**src/hw/rtl/bmp_stream_pixel_decoder_top_macros.svh**
```systemverilog
// Assertion helpers shared by the decoder RTL.
`ifndef BMP_STREAM_PIXEL_DECODER_TOP_MACROS_SVH
`define BMP_STREAM_PIXEL_DECODER_TOP_MACROS_SVH

// The consequent must hold in the same cycle as the antecedent.
`define BMPD_ASSERT_IMP(label, clk, rst, ante, cons, msg) \
  label: assert property (@(posedge clk) disable iff (rst) (ante) |-> (cons)) \
    else $error(msg);

// The consequent must hold in the cycle after the antecedent.
`define BMPD_ASSERT_NEXT(label, clk, rst, ante, cons, msg) \
  label: assert property (@(posedge clk) disable iff (rst) (ante) |=> (cons)) \
    else $error(msg);

`endif

```
**src/hw/rtl/bmpd_pkg.sv**
```systemverilog
`default_nettype none

package bmpd_pkg;

  // Largest image width or height that is accepted.
  localparam int MAX_DIM = 8192;
  // Width that holds a dimension up to MAX_DIM inclusive.
  localparam int DIM_W = $clog2(MAX_DIM + 1);
  // Width that holds a padded row length in bytes.
  localparam int ROW_W = $clog2(4 * MAX_DIM + 4);

  localparam int SURF_W  = 14;
  localparam int POS_W   = 13;
  localparam int COLOR_W = 32;
  localparam int STAT_W  = 3;

  // Result queue depth and pointer width.
  localparam int RES_DEPTH = 4;
  localparam int PTR_W     = $clog2(RES_DEPTH);

  // Configuration register indexes.
  localparam logic REG_SURFACE_WIDTH  = 1'b0;
  localparam logic REG_SURFACE_HEIGHT = 1'b1;
  localparam logic [SURF_W-1:0] SURFACE_WIDTH_RESET  = 14'd640;
  localparam logic [SURF_W-1:0] SURFACE_HEIGHT_RESET = 14'd480;

  // Result kinds.
  localparam logic KIND_PIXEL  = 1'b0;
  localparam logic KIND_STATUS = 1'b1;

  // End-of-file status codes.
  localparam logic [STAT_W-1:0] ST_OK        = 3'd0;
  localparam logic [STAT_W-1:0] ST_SHORT_HDR = 3'd1;
  localparam logic [STAT_W-1:0] ST_BAD_MAGIC = 3'd2;
  localparam logic [STAT_W-1:0] ST_BAD_DEPTH = 3'd3;
  localparam logic [STAT_W-1:0] ST_BAD_GEOM  = 3'd4;
  localparam logic [STAT_W-1:0] ST_TRUNCATED = 3'd5;

  typedef struct packed {
    logic               kind;
    logic [POS_W-1:0]   pos_x;
    logic [POS_W-1:0]   pos_y;
    logic [COLOR_W-1:0] color;
    logic [STAT_W-1:0]  status;
    logic               last_of_run;
  } res_t;

  // Up to two results produced by one byte: a pixel write, then a status.
  typedef struct packed {
    logic pix_valid;
    res_t pix;
    logic st_valid;
    res_t st;
  } core_out_t;

endpackage

`default_nettype wire

```
**src/hw/rtl/bmpd_res_fifo.sv**
```systemverilog
`default_nettype none
`include "bmp_stream_pixel_decoder_top_macros.svh"

module bmpd_res_fifo (
  input  wire logic              clk,
  input  wire logic              rst,
  input  wire bmpd_pkg::core_out_t push,
  output logic                   room,
  output logic                   out_valid,
  input  wire logic              out_ready,
  output bmpd_pkg::res_t         head
);
  import bmpd_pkg::*;

  res_t             mem [RES_DEPTH];
  logic [PTR_W-1:0] wr_ptr;
  logic [PTR_W-1:0] rd_ptr;
  logic [PTR_W:0]   count;
  logic [1:0]       push_n;
  logic             pop;

  assign push_n    = 2'(push.pix_valid) + 2'(push.st_valid);
  assign out_valid = (count != '0);
  assign pop       = out_valid && out_ready;
  // The core may push two results per beat, so keep two slots free.
  assign room      = (count <= (PTR_W + 1)'(RES_DEPTH - 2));
  assign head      = mem[rd_ptr];

  // Result storage: the pixel write goes first, the status behind it.
  always_ff @(posedge clk) begin
    if (push.pix_valid) begin
      mem[wr_ptr] <= push.pix;
    end
    if (push.st_valid) begin
      mem[PTR_W'(wr_ptr + PTR_W'(push.pix_valid))] <= push.st;
    end
  end

  // Pointers and fill count.
  always_ff @(posedge clk) begin
    if (rst) begin
      wr_ptr <= '0;
      rd_ptr <= '0;
      count  <= '0;
    end else begin
      wr_ptr <= PTR_W'(wr_ptr + PTR_W'(push_n));
      if (pop) begin
        rd_ptr <= PTR_W'(rd_ptr + PTR_W'(1));
      end
      count <= (PTR_W + 1)'(count + (PTR_W + 1)'(push_n) - (PTR_W + 1)'(pop));
    end
  end

  `BMPD_ASSERT_IMP(a_count_bound, clk, rst, 1'b1, count <= (PTR_W + 1)'(RES_DEPTH), "result queue overflow")
  `BMPD_ASSERT_IMP(a_double_push_room, clk, rst, push_n == 2'd2, count <= (PTR_W + 1)'(RES_DEPTH - 2), "double push without room")
  `BMPD_ASSERT_NEXT(a_head_held, clk, rst, out_valid && !out_ready, out_valid && $stable(head), "stalled result lost")

endmodule

`default_nettype wire

```
**src/hw/rtl/bmpd_core.sv**
```systemverilog
`default_nettype none
`include "bmp_stream_pixel_decoder_top_macros.svh"

module bmpd_core (
  input  wire logic                        clk,
  input  wire logic                        rst,
  input  wire logic                        in_valid,
  output logic                             in_ready,
  input  wire logic [7:0]                  data_byte,
  input  wire logic                        last_byte,
  input  wire logic [bmpd_pkg::SURF_W-1:0] surface_width,
  input  wire logic [bmpd_pkg::SURF_W-1:0] surface_height,
  input  wire logic                        room,
  output bmpd_pkg::core_out_t              res_out
);
  import bmpd_pkg::*;

  // File phases.
  localparam logic [2:0] PH_HEADER = 3'd0;
  localparam logic [2:0] PH_SKIP   = 3'd1;
  localparam logic [2:0] PH_PIXELS = 3'd2;
  localparam logic [2:0] PH_DONE   = 3'd3;
  localparam logic [2:0] PH_ERROR  = 3'd4;

  // Header field offsets and layout.
  localparam logic [5:0] HDR_OFF_DATA   = 6'd10;
  localparam logic [5:0] HDR_OFF_WIDTH  = 6'd18;
  localparam logic [5:0] HDR_OFF_HEIGHT = 6'd22;
  localparam logic [5:0] HDR_OFF_DEPTH  = 6'd28;
  localparam logic [5:0] HDR_LAST       = 6'd53;
  localparam logic [31:0] HDR_BYTES     = 32'd54;
  localparam logic [15:0] BMP_MAGIC     = 16'h4D42;
  localparam logic [15:0] DEPTH_24      = 16'd24;
  localparam logic [15:0] DEPTH_32      = 16'd32;
  localparam logic [7:0]  ALPHA_OPAQUE  = 8'hFF;

  // Input register.
  logic       hold_v;
  logic [7:0] hold_byte;
  logic       hold_last;
  logic       take;

  // File state.
  logic [2:0]        phase, phase_next;
  logic [31:0]       byte_position, byte_position_next;
  logic [31:0]       data_offset, data_offset_next;
  logic [31:0]       image_width, image_width_next;
  logic [31:0]       image_height, image_height_next;
  logic [15:0]       depth_bits, depth_bits_next;
  logic [15:0]       magic_word, magic_word_next;
  logic [STAT_W-1:0] err_code, err_code_next;
  logic              bottom_up, bottom_up_next;
  logic              wide_pixel, wide_pixel_next;
  logic [DIM_W-1:0]  abs_h, abs_h_next;
  logic [ROW_W-1:0]  data_bytes, data_bytes_next;
  logic [ROW_W-1:0]  padded_bytes, padded_bytes_next;
  logic [DIM_W-1:0]  row_counter, row_counter_next;
  logic [DIM_W-1:0]  y_cur, y_cur_next;
  logic [DIM_W-1:0]  x_cur, x_cur_next;
  logic [ROW_W-1:0]  byte_in_row, byte_in_row_next;
  logic [1:0]        byte_in_pixel, byte_in_pixel_next;
  logic [15:0]       color_acc, color_acc_next;

  logic              pix_hit;
  logic [STAT_W-1:0] st_code;

  assign take     = hold_v && room;
  assign in_ready = !hold_v || take;

  // Input register: a new beat may enter while the held one is processed.
  always_ff @(posedge clk) begin
    if (rst) begin
      hold_v <= 1'b0;
    end else if (in_ready) begin
      hold_v <= in_valid;
    end
  end

  always_ff @(posedge clk) begin
    if (in_valid && in_ready) begin
      hold_byte <= data_byte;
      hold_last <= last_byte;
    end
  end

  // Per-byte decode: header capture and check, skip, row walk, status.
  always_comb begin
    logic [5:0]       hdr_idx;
    logic [1:0]       lane;
    logic [31:0]      ah32;
    logic             geom_bad;
    logic [DIM_W-1:0] w_dim;
    logic [ROW_W-1:0] dbytes;
    logic             in_data;
    logic             wrap;
    logic             row_end;

    phase_next         = phase;
    byte_position_next = byte_position;
    data_offset_next   = data_offset;
    image_width_next   = image_width;
    image_height_next  = image_height;
    depth_bits_next    = depth_bits;
    magic_word_next    = magic_word;
    err_code_next      = err_code;
    bottom_up_next     = bottom_up;
    wide_pixel_next    = wide_pixel;
    abs_h_next         = abs_h;
    data_bytes_next    = data_bytes;
    padded_bytes_next  = padded_bytes;
    row_counter_next   = row_counter;
    y_cur_next         = y_cur;
    x_cur_next         = x_cur;
    byte_in_row_next   = byte_in_row;
    byte_in_pixel_next = byte_in_pixel;
    color_acc_next     = color_acc;
    pix_hit            = 1'b0;
    st_code            = ST_OK;

    hdr_idx  = byte_position[5:0];
    lane     = 2'b00;
    ah32     = image_height[31] ? 32'(~image_height + 32'd1) : image_height;
    w_dim    = image_width[DIM_W-1:0];
    dbytes   = image_width_next[0] ? '0 : '0;
    geom_bad = 1'b0;
    in_data  = byte_in_row < data_bytes;
    wrap     = 1'b0;
    row_end  = 1'b0;

    if (take) begin
      if (byte_position != '1) begin
        byte_position_next = 32'(byte_position + 32'd1);
      end

      case (phase)
        PH_HEADER: begin
          // Little-endian field capture.
          if (hdr_idx < 6'd2) begin
            magic_word_next[{hdr_idx[0], 3'b000} +: 8] = hold_byte;
          end else if (hdr_idx >= HDR_OFF_DATA && hdr_idx < HDR_OFF_DATA + 6'd4) begin
            lane = 2'(hdr_idx - HDR_OFF_DATA);
            data_offset_next[{lane, 3'b000} +: 8] = hold_byte;
          end else if (hdr_idx >= HDR_OFF_WIDTH && hdr_idx < HDR_OFF_WIDTH + 6'd4) begin
            lane = 2'(hdr_idx - HDR_OFF_WIDTH);
            image_width_next[{lane, 3'b000} +: 8] = hold_byte;
          end else if (hdr_idx >= HDR_OFF_HEIGHT && hdr_idx < HDR_OFF_HEIGHT + 6'd4) begin
            lane = 2'(hdr_idx - HDR_OFF_HEIGHT);
            image_height_next[{lane, 3'b000} +: 8] = hold_byte;
          end else if (hdr_idx >= HDR_OFF_DEPTH && hdr_idx < HDR_OFF_DEPTH + 6'd2) begin
            depth_bits_next[{hdr_idx[0], 3'b000} +: 8] = hold_byte;
          end

          // Header check on its final byte; no checked field lives there.
          if (hdr_idx == HDR_LAST) begin
            geom_bad = (data_offset < HDR_BYTES) || (image_width == '0) ||
                       image_width[31] || (image_width > 32'(MAX_DIM)) ||
                       (ah32 == '0) || (ah32 > 32'(MAX_DIM));
            if (wide_pixel_next == wide_pixel && depth_bits == DEPTH_32) begin
              dbytes = ROW_W'({w_dim, 2'b00});
            end else begin
              dbytes = ROW_W'(ROW_W'({w_dim, 1'b0}) + ROW_W'(w_dim));
            end
            if (magic_word != BMP_MAGIC) begin
              err_code_next = ST_BAD_MAGIC;
              phase_next    = PH_ERROR;
            end else if (depth_bits != DEPTH_24 && depth_bits != DEPTH_32) begin
              err_code_next = ST_BAD_DEPTH;
              phase_next    = PH_ERROR;
            end else if (geom_bad) begin
              err_code_next = ST_BAD_GEOM;
              phase_next    = PH_ERROR;
            end else begin
              wide_pixel_next   = (depth_bits == DEPTH_32);
              bottom_up_next    = !image_height[31];
              abs_h_next        = ah32[DIM_W-1:0];
              data_bytes_next   = dbytes;
              padded_bytes_next = ROW_W'(dbytes + ROW_W'(3)) & ~ROW_W'(3);
              y_cur_next        = image_height[31] ? '0
                                                   : DIM_W'(ah32[DIM_W-1:0] - DIM_W'(1));
              phase_next        = (data_offset == HDR_BYTES) ? PH_PIXELS : PH_SKIP;
            end
          end
        end

        PH_SKIP: begin
          if (33'(byte_position) + 33'd1 >= 33'(data_offset)) begin
            phase_next = PH_PIXELS;
          end
        end

        PH_PIXELS: begin
          // Pixel bytes come in blue, green, red and, for 32 bits, alpha.
          if (in_data) begin
            case (byte_in_pixel)
              2'd0: color_acc_next = {8'h00, hold_byte};
              2'd1: color_acc_next[15:8] = hold_byte;
              2'd2: begin
                pix_hit    = (32'(x_cur) < 32'(surface_width)) &&
                             (32'(y_cur) < 32'(surface_height));
                x_cur_next = DIM_W'(x_cur + DIM_W'(1));
              end
              default: ;
            endcase
            wrap = (byte_in_pixel == 2'd3) || (byte_in_pixel == 2'd2 && !wide_pixel);
            byte_in_pixel_next = wrap ? 2'd0 : 2'(byte_in_pixel + 2'd1);
          end
          byte_in_row_next = ROW_W'(byte_in_row + ROW_W'(1));
          row_end = (byte_in_row_next == padded_bytes);
          if (row_end) begin
            byte_in_row_next   = '0;
            byte_in_pixel_next = '0;
            color_acc_next     = '0;
            x_cur_next         = '0;
            row_counter_next   = DIM_W'(row_counter + DIM_W'(1));
            y_cur_next         = bottom_up ? DIM_W'(y_cur - DIM_W'(1))
                                           : DIM_W'(y_cur + DIM_W'(1));
            if (row_counter_next == abs_h) begin
              phase_next = PH_DONE;
            end
          end
        end

        default: ;
      endcase

      // End of file: report and start the next file from scratch.
      if (hold_last) begin
        case (phase_next)
          PH_HEADER: st_code = ST_SHORT_HDR;
          PH_ERROR:  st_code = err_code_next;
          PH_DONE:   st_code = ST_OK;
          default:   st_code = ST_TRUNCATED;
        endcase
        phase_next         = PH_HEADER;
        byte_position_next = '0;
        data_offset_next   = '0;
        image_width_next   = '0;
        image_height_next  = '0;
        depth_bits_next    = '0;
        magic_word_next    = '0;
        err_code_next      = ST_OK;
        bottom_up_next     = 1'b0;
        wide_pixel_next    = 1'b0;
        abs_h_next         = '0;
        data_bytes_next    = '0;
        padded_bytes_next  = '0;
        row_counter_next   = '0;
        y_cur_next         = '0;
        x_cur_next         = '0;
        byte_in_row_next   = '0;
        byte_in_pixel_next = '0;
        color_acc_next     = '0;
      end
    end
  end

  // Results of this beat, handed to the result queue.
  always_comb begin
    res_out.pix_valid       = take && pix_hit;
    res_out.pix.kind        = KIND_PIXEL;
    res_out.pix.pos_x       = x_cur[POS_W-1:0];
    res_out.pix.pos_y       = y_cur[POS_W-1:0];
    res_out.pix.color       = {ALPHA_OPAQUE, hold_byte, color_acc};
    res_out.pix.status      = ST_OK;
    res_out.pix.last_of_run = !hold_last;

    res_out.st_valid        = take && hold_last;
    res_out.st.kind         = KIND_STATUS;
    res_out.st.pos_x        = '0;
    res_out.st.pos_y        = '0;
    res_out.st.color        = '0;
    res_out.st.status       = st_code;
    res_out.st.last_of_run  = 1'b1;
  end

  // File state registers.
  always_ff @(posedge clk) begin
    if (rst) begin
      phase         <= PH_HEADER;
      byte_position <= '0;
      data_offset   <= '0;
      image_width   <= '0;
      image_height  <= '0;
      depth_bits    <= '0;
      magic_word    <= '0;
      err_code      <= ST_OK;
      bottom_up     <= 1'b0;
      wide_pixel    <= 1'b0;
      abs_h         <= '0;
      data_bytes    <= '0;
      padded_bytes  <= '0;
      row_counter   <= '0;
      y_cur         <= '0;
      x_cur         <= '0;
      byte_in_row   <= '0;
      byte_in_pixel <= '0;
      color_acc     <= '0;
    end else begin
      phase         <= phase_next;
      byte_position <= byte_position_next;
      data_offset   <= data_offset_next;
      image_width   <= image_width_next;
      image_height  <= image_height_next;
      depth_bits    <= depth_bits_next;
      magic_word    <= magic_word_next;
      err_code      <= err_code_next;
      bottom_up     <= bottom_up_next;
      wide_pixel    <= wide_pixel_next;
      abs_h         <= abs_h_next;
      data_bytes    <= data_bytes_next;
      padded_bytes  <= padded_bytes_next;
      row_counter   <= row_counter_next;
      y_cur         <= y_cur_next;
      x_cur         <= x_cur_next;
      byte_in_row   <= byte_in_row_next;
      byte_in_pixel <= byte_in_pixel_next;
      color_acc     <= color_acc_next;
    end
  end

  `BMPD_ASSERT_IMP(a_last_gives_status, clk, rst, take && hold_last, res_out.st_valid, "last byte without status")
  `BMPD_ASSERT_NEXT(a_last_clears_file, clk, rst, take && hold_last, phase == PH_HEADER && byte_position == '0, "file state not cleared")
  `BMPD_ASSERT_IMP(a_pixel_in_rows, clk, rst, res_out.pix_valid, phase == PH_PIXELS && byte_in_pixel == 2'd2, "pixel write outside row walk")

endmodule

`default_nettype wire

```
**src/hw/rtl/bmp_stream_pixel_decoder_top.sv**
```systemverilog
// A byte is held in the input register, then decoded, and its results are registered in the
// result queue before they appear on out_valid.
// Throughput: one byte per cycle while the result queue has room, set by the input register, one
// pass of decode logic and a four-entry queue; a byte's pixel write and status fill two entries.
// Reset: synchronous, active high; clears the file state and the queue and sets the surface
// to 640 by 480.
`default_nettype none

module bmp_stream_pixel_decoder_top (
  input  wire logic                        clk,
  input  wire logic                        rst,
  input  wire logic                        in_valid,
  output logic                             in_ready,
  input  wire logic [7:0]                  data_byte,
  input  wire logic                        last_byte,
  output logic                             out_valid,
  input  wire logic                        out_ready,
  output logic                             kind,
  output logic [bmpd_pkg::POS_W-1:0]       pos_x,
  output logic [bmpd_pkg::POS_W-1:0]       pos_y,
  output logic [bmpd_pkg::COLOR_W-1:0]     color,
  output logic [bmpd_pkg::STAT_W-1:0]      status,
  output logic                             last_of_run,
  input  wire logic                        cfg_we,
  input  wire logic                        cfg_index,
  input  wire logic [bmpd_pkg::SURF_W-1:0] cfg_data
);
  import bmpd_pkg::*;

  logic [SURF_W-1:0] surface_width;
  logic [SURF_W-1:0] surface_height;
  core_out_t         core_res;
  logic              room;
  res_t              head;

  // Surface size registers.
  always_ff @(posedge clk) begin
    if (rst) begin
      surface_width  <= SURFACE_WIDTH_RESET;
      surface_height <= SURFACE_HEIGHT_RESET;
    end else if (cfg_we) begin
      case (cfg_index)
        REG_SURFACE_WIDTH:  surface_width  <= cfg_data;
        REG_SURFACE_HEIGHT: surface_height <= cfg_data;
        default: ;
      endcase
    end
  end

  bmpd_core u_core (
    .clk            (clk),
    .rst            (rst),
    .in_valid       (in_valid),
    .in_ready       (in_ready),
    .data_byte      (data_byte),
    .last_byte      (last_byte),
    .surface_width  (surface_width),
    .surface_height (surface_height),
    .room           (room),
    .res_out        (core_res)
  );

  bmpd_res_fifo u_res_fifo (
    .clk       (clk),
    .rst       (rst),
    .push      (core_res),
    .room      (room),
    .out_valid (out_valid),
    .out_ready (out_ready),
    .head      (head)
  );

  // Result beat fields.
  assign kind        = head.kind;
  assign pos_x       = head.pos_x;
  assign pos_y       = head.pos_y;
  assign color       = head.color;
  assign status      = head.status;
  assign last_of_run = head.last_of_run;

endmodule

`default_nettype wire

```
**config.mk**
```make
export PLATFORM = sky130hd
export DESIGN_NAME = bmp_stream_pixel_decoder_top
export DESIGN_NICKNAME = d
export VERILOG_FILES = /design/src/hw/rtl/bmpd_pkg.sv /design/src/hw/rtl/bmpd_res_fifo.sv /design/src/hw/rtl/bmpd_core.sv /design/src/hw/rtl/bmp_stream_pixel_decoder_top.sv
export VERILOG_INCLUDE_DIRS = /design/src /design/src/hw/rtl
export SDC_FILE = /design/constraint.sdc
export NUM_CORES = 1
export LEC_CHECK = 0
export ABC_AREA = 1
export ABC_CLOCK_PERIOD_IN_PS = 11100
export BUFFER_PORTS_ARGS = -buffer_cell sky130_fd_sc_hd__buf_2
export CAP_MARGIN = 15
export CORE_ASPECT_RATIO = 0.9
export CORE_UTILIZATION = 55
export DETAILED_ROUTE_END_ITERATION = 8
export PLACE_DENSITY = 0.77
export SYNTH_ARGS = -nofsm -noshare
export SYNTH_HDL_FRONTEND = slang
export SYNTH_SLANG_ARGS = --single-unit
export TNS_END_PERCENT = 1
```
**constraint.sdc**
```tcl
create_clock -name clk -period 11.1 [get_ports clk]
set_input_delay 1.11 -clock clk [delete_from_list [all_inputs] [get_ports clk]]
set_output_delay 1.11 -clock clk [all_outputs]
set_load 0.05 [all_outputs]
```
==> flow_metrics.tcl <==
set metrics [dict create \
    r2r-end "u_res_fifo.mem[1][3]$_DFFE_PP_" \
    reg2reg_setup_slack_ns 6.38 \
    tightest_slew_ns 1.10 \
    synthTopCellsByCount "nand2_1, nor2_1, dfxtp_1" \
    core_area_mm2 0.0535 \
    drc_errors 0 \
    ir_worst_vdd_mv 0.115 \
    die_h_um 223 \
    endpoint "u_res_fifo.mem[1][3]$_DFFE_PP_" \
    placed_cells 4969 \
    cp.depth 29 \
    ys.warnings.count 0 \
    clkTransAtPathRegs_ns 0.07 \
    finalWorstPathRequiredPeriod_ns 4.72 \
    cts_max_level 2 \
    start_util_pct 56.1 \
    grt_remaining_overflow 0 \
    antenna_found_initial 0 \
    reg2reg_from "u_core.byte_position[0]$_SDFFE_PP0P_" \
    synth_top_cell_by_area "dfxtp_1" \
    ctsHoldBuffers 0 \
    synthTopCellsByArea "dfxtp_1, nand2_1, o21ai_0, a21oi_1, nor2_1" \
    cp_max_fo 8 \
    setup_tns_ns 0 \
    area_delta_synth_final_pct 9.12 \
    critPathBufInv 2 \
    gp_congestion 0.961 \
    antenna_cells 0 \
    rsz0062_at_grt "no" \
    cp-start-kind "flip-flop" \
    drive_gt1_share_pct 6.65 \
    drv_cap 0 \
    synth_cell_types 62 \
    async_reset_ff_share_pct 0 \
    die_x_um 248 \
    post-cts-setup-buffers 0 \
    grt_max_degree 118 \
    crit_start "u_core.byte_position[0]$_SDFFE_PP0P_" \
    vias 29000 \
    firstDrtPassIters 6 \
    timing.final.crit_share_pct 42.5 \
    postSynthCellCount 4359 \
    cp_data_required_time_ns 11.49 \
    hold_slack_ns 0.449 \
    ys_ff_latch 559 \
    drtIter0Drc 2604 \
    max_slew_margin_pct 26.3 \
    cts_buffers 57 \
    cts_root_buf "clkbuf_16" \
    cts_buffer_depth 3 \
    dp_hpwl_mm 60.0 \
    cp.arrival_ns 5.11 \
    reg2regPathDepth 29 \
    power_leakage_nw 14.4 \
    cp_slowest_cell "dfxtp_1" \
    stdcell_count 5076 \
    wl_per_cell_um 17.0 \
    rows 80 \
    num-fill-cells 4968 \
    run_status "complete, no violations" \
    hold_path_class "reg2reg" \
    worst_clock_skew_ns 0.0507 \
    grt_pass1_vias 26400 \
    p_per_area_mw_per_mm2 173 \
    worstSetupPathType "reg2reg" \
    syn_area_per_cell_um2 6.87 \
    final_nets 4488 \
    clock_latency_ns 0.66 \
    grt_use_total_pct 30.7 \
    ctsResizeCount 0 \
    synth_top_cell_area_share_pct 35.9 \
    drt-total-wl_mm 86.5 \
    synth_seq_area_share_pct 38.0 \
    syn-num-nets 4516 \
    drtAntennaViolNets 0 \
    endpoint_kind "flip-flop" \
    ys.flop_type "dfxtp_1" \
    slowest_delay_ns 0.47 \
    io_buffers 93 \
    fp.dieArea_mm2 0.0554 \
    hold_violations 0 \
    viasPerCell 5.72 \
    drv_slew 0 \
    cts_tree "done" \
    critPathTopFamily "simple AND/OR/NAND/NOR gates" \
    finalSetupViolCount 0 \
    cts_sinks 559 \
    power.total_mw 5.67 \
    yosysMostFrequentCell "nand2_1" \
    ios 94 \
    synth_edf_count 21 \
    cp_common_cell "nand2_1" \
    fmax_ghz 0.212 \
    hold_start "u_res_fifo.mem[1][62]$_SDFFE_PP1P_" \
    syn-cell-area_mm2 0.0300 \
    grt_pass1_wl_mm 138 \
]
-- tightest hold or removal path, stage by stage (launching register included) --
cell,delay [ns]
dfxtp_1,0.32
nand2_1,0.05
nand2_1,0.05
-- cell usage in the layout, fill, tap and decap left out, types with 14 or more instances in the layout --
| master | synthesis | routed |
|---|---|---|
| a21oi_1 | 518 | 518 |
| nand3_1 | 256 | 255 |
| o21ai_1 | 19 | 19 |
| dfxtp_1 | 538 | 537 |
| buf_4 | 10 | 26 |
| clkbuf_1 | 163 | 15 |
| buf_2 | 22 | 92 |
| nand4_1 | 86 | 86 |
| a22oi_1 | 14 | 14 |
| ha_1 | 125 | 125 |
| nor2_1 | 545 | 545 |
| o21a_1 | 14 | 14 |
| or2_2 | 16 | 16 |
| edfxtp_1 | 21 | 21 |
| xor2_1 | 44 | 44 |
| nor3_1 | 61 | 61 |
| inv_1 | 470 | 469 |
| nand2_1 | 702 | 702 |
| clkbuf_16 | 0 | 58 |
| o21ai_0 | 524 | 524 |
| xnor2_1 | 17 | 17 |
| o211ai_1 | 21 | 21 |
| nor2_2 | 16 | 14 |
-- state kept, by name (all words and copies together) (netlist names), 16 cells and up, named ones only --
signal and flops:
u_core.magic_word 16, u_core.data_offset 32, u_core.depth_bits 16, u_res_fifo.mem 224, u_core.byte_position 32, u_core.byte_in_row 16, u_core.image_height 32, u_core.image_width 32
u_core.data_bytes 16, u_core.color_acc 16
-- area by class of cell --
class                           instances  area, um^2  share of cell area [%]
Multi-Input combinational cell       3106       15900                    48.6
Sequential cell                       559       11400                    34.9
Inverter                              488        1830                    5.61
Clock buffer                           81        1620                    4.95
Tap cell                              697         872                    2.67
Timing Repair Buffer                  119         667                    2.04
Clock inverter                         26         413                    1.26
-- power breakdown --
part	switching [mW]	internal [mW]	total (mW)
logic	1.10	0.327	1.42
registers	0.0538	2.10	2.16
clock network	0.858	1.23	2.09
total	2.01	3.66	5.67
-- cell families (layout without fill, tap and decap cells) --
logic type,count (synthesis),count (layout),synth area share (%)
buffers and inverters,694,714,9.01
AND/OR/NAND/NOR,1751,1751,25.3
adder cells (fa/ha/maj),128,128,5.42
XOR/XNOR,62,62,1.86
AO/OA/AOI/OAI,1165,1165,20.4
flip-flops,559,559,38.0
-- metal layers --
metal / up-vias / GRT usage (%) / part of all wire [%]
met5: - / 0 / 0
met4: 0 / 10.7 / 3.1
met3: 184 / 4.21 / 7.6
met2: 1074 / 50.0 / 45
met1: 13300 / 41.3 / 44
li1: 14400 / - / -
-- how the worst min path moves through the flow --
stage | to | cells after the start
after floorplan | u_res_fifo.mem[1][62]$_SDFFE_PP1P_ | 2
after global placement | u_res_fifo.mem[1][62]$_SDFFE_PP1P_ | 2
after detailed placement | u_res_fifo.mem[1][62]$_SDFFE_PP1P_ | 2
after CTS | u_res_fifo.mem[1][62]$_SDFFE_PP1P_ | 2
after global routing | u_res_fifo.mem[2][56]$_SDFFE_PP0P_ | 2
final | u_res_fifo.mem[1][62]$_SDFFE_PP1P_ | 2
-- per-stage QoR --
| stage | utilization, % | cell area (um^2) | setup WS (ns) |
|---|---|---|---|
| after detailed placement | 57.4 | 30700 | 6.55 |
| after floorplan | - | 30000 | 7.26 |
| after CTS | 61.2 | 32700 | 6.50 |
| final | 61.2 | 32700 | 6.38 |
| after global placement | 57.4 | 30700 | 6.64 |
| after global routing | 61.2 | 32700 | 5.98 |
Power figures use the tool's default switching activity.
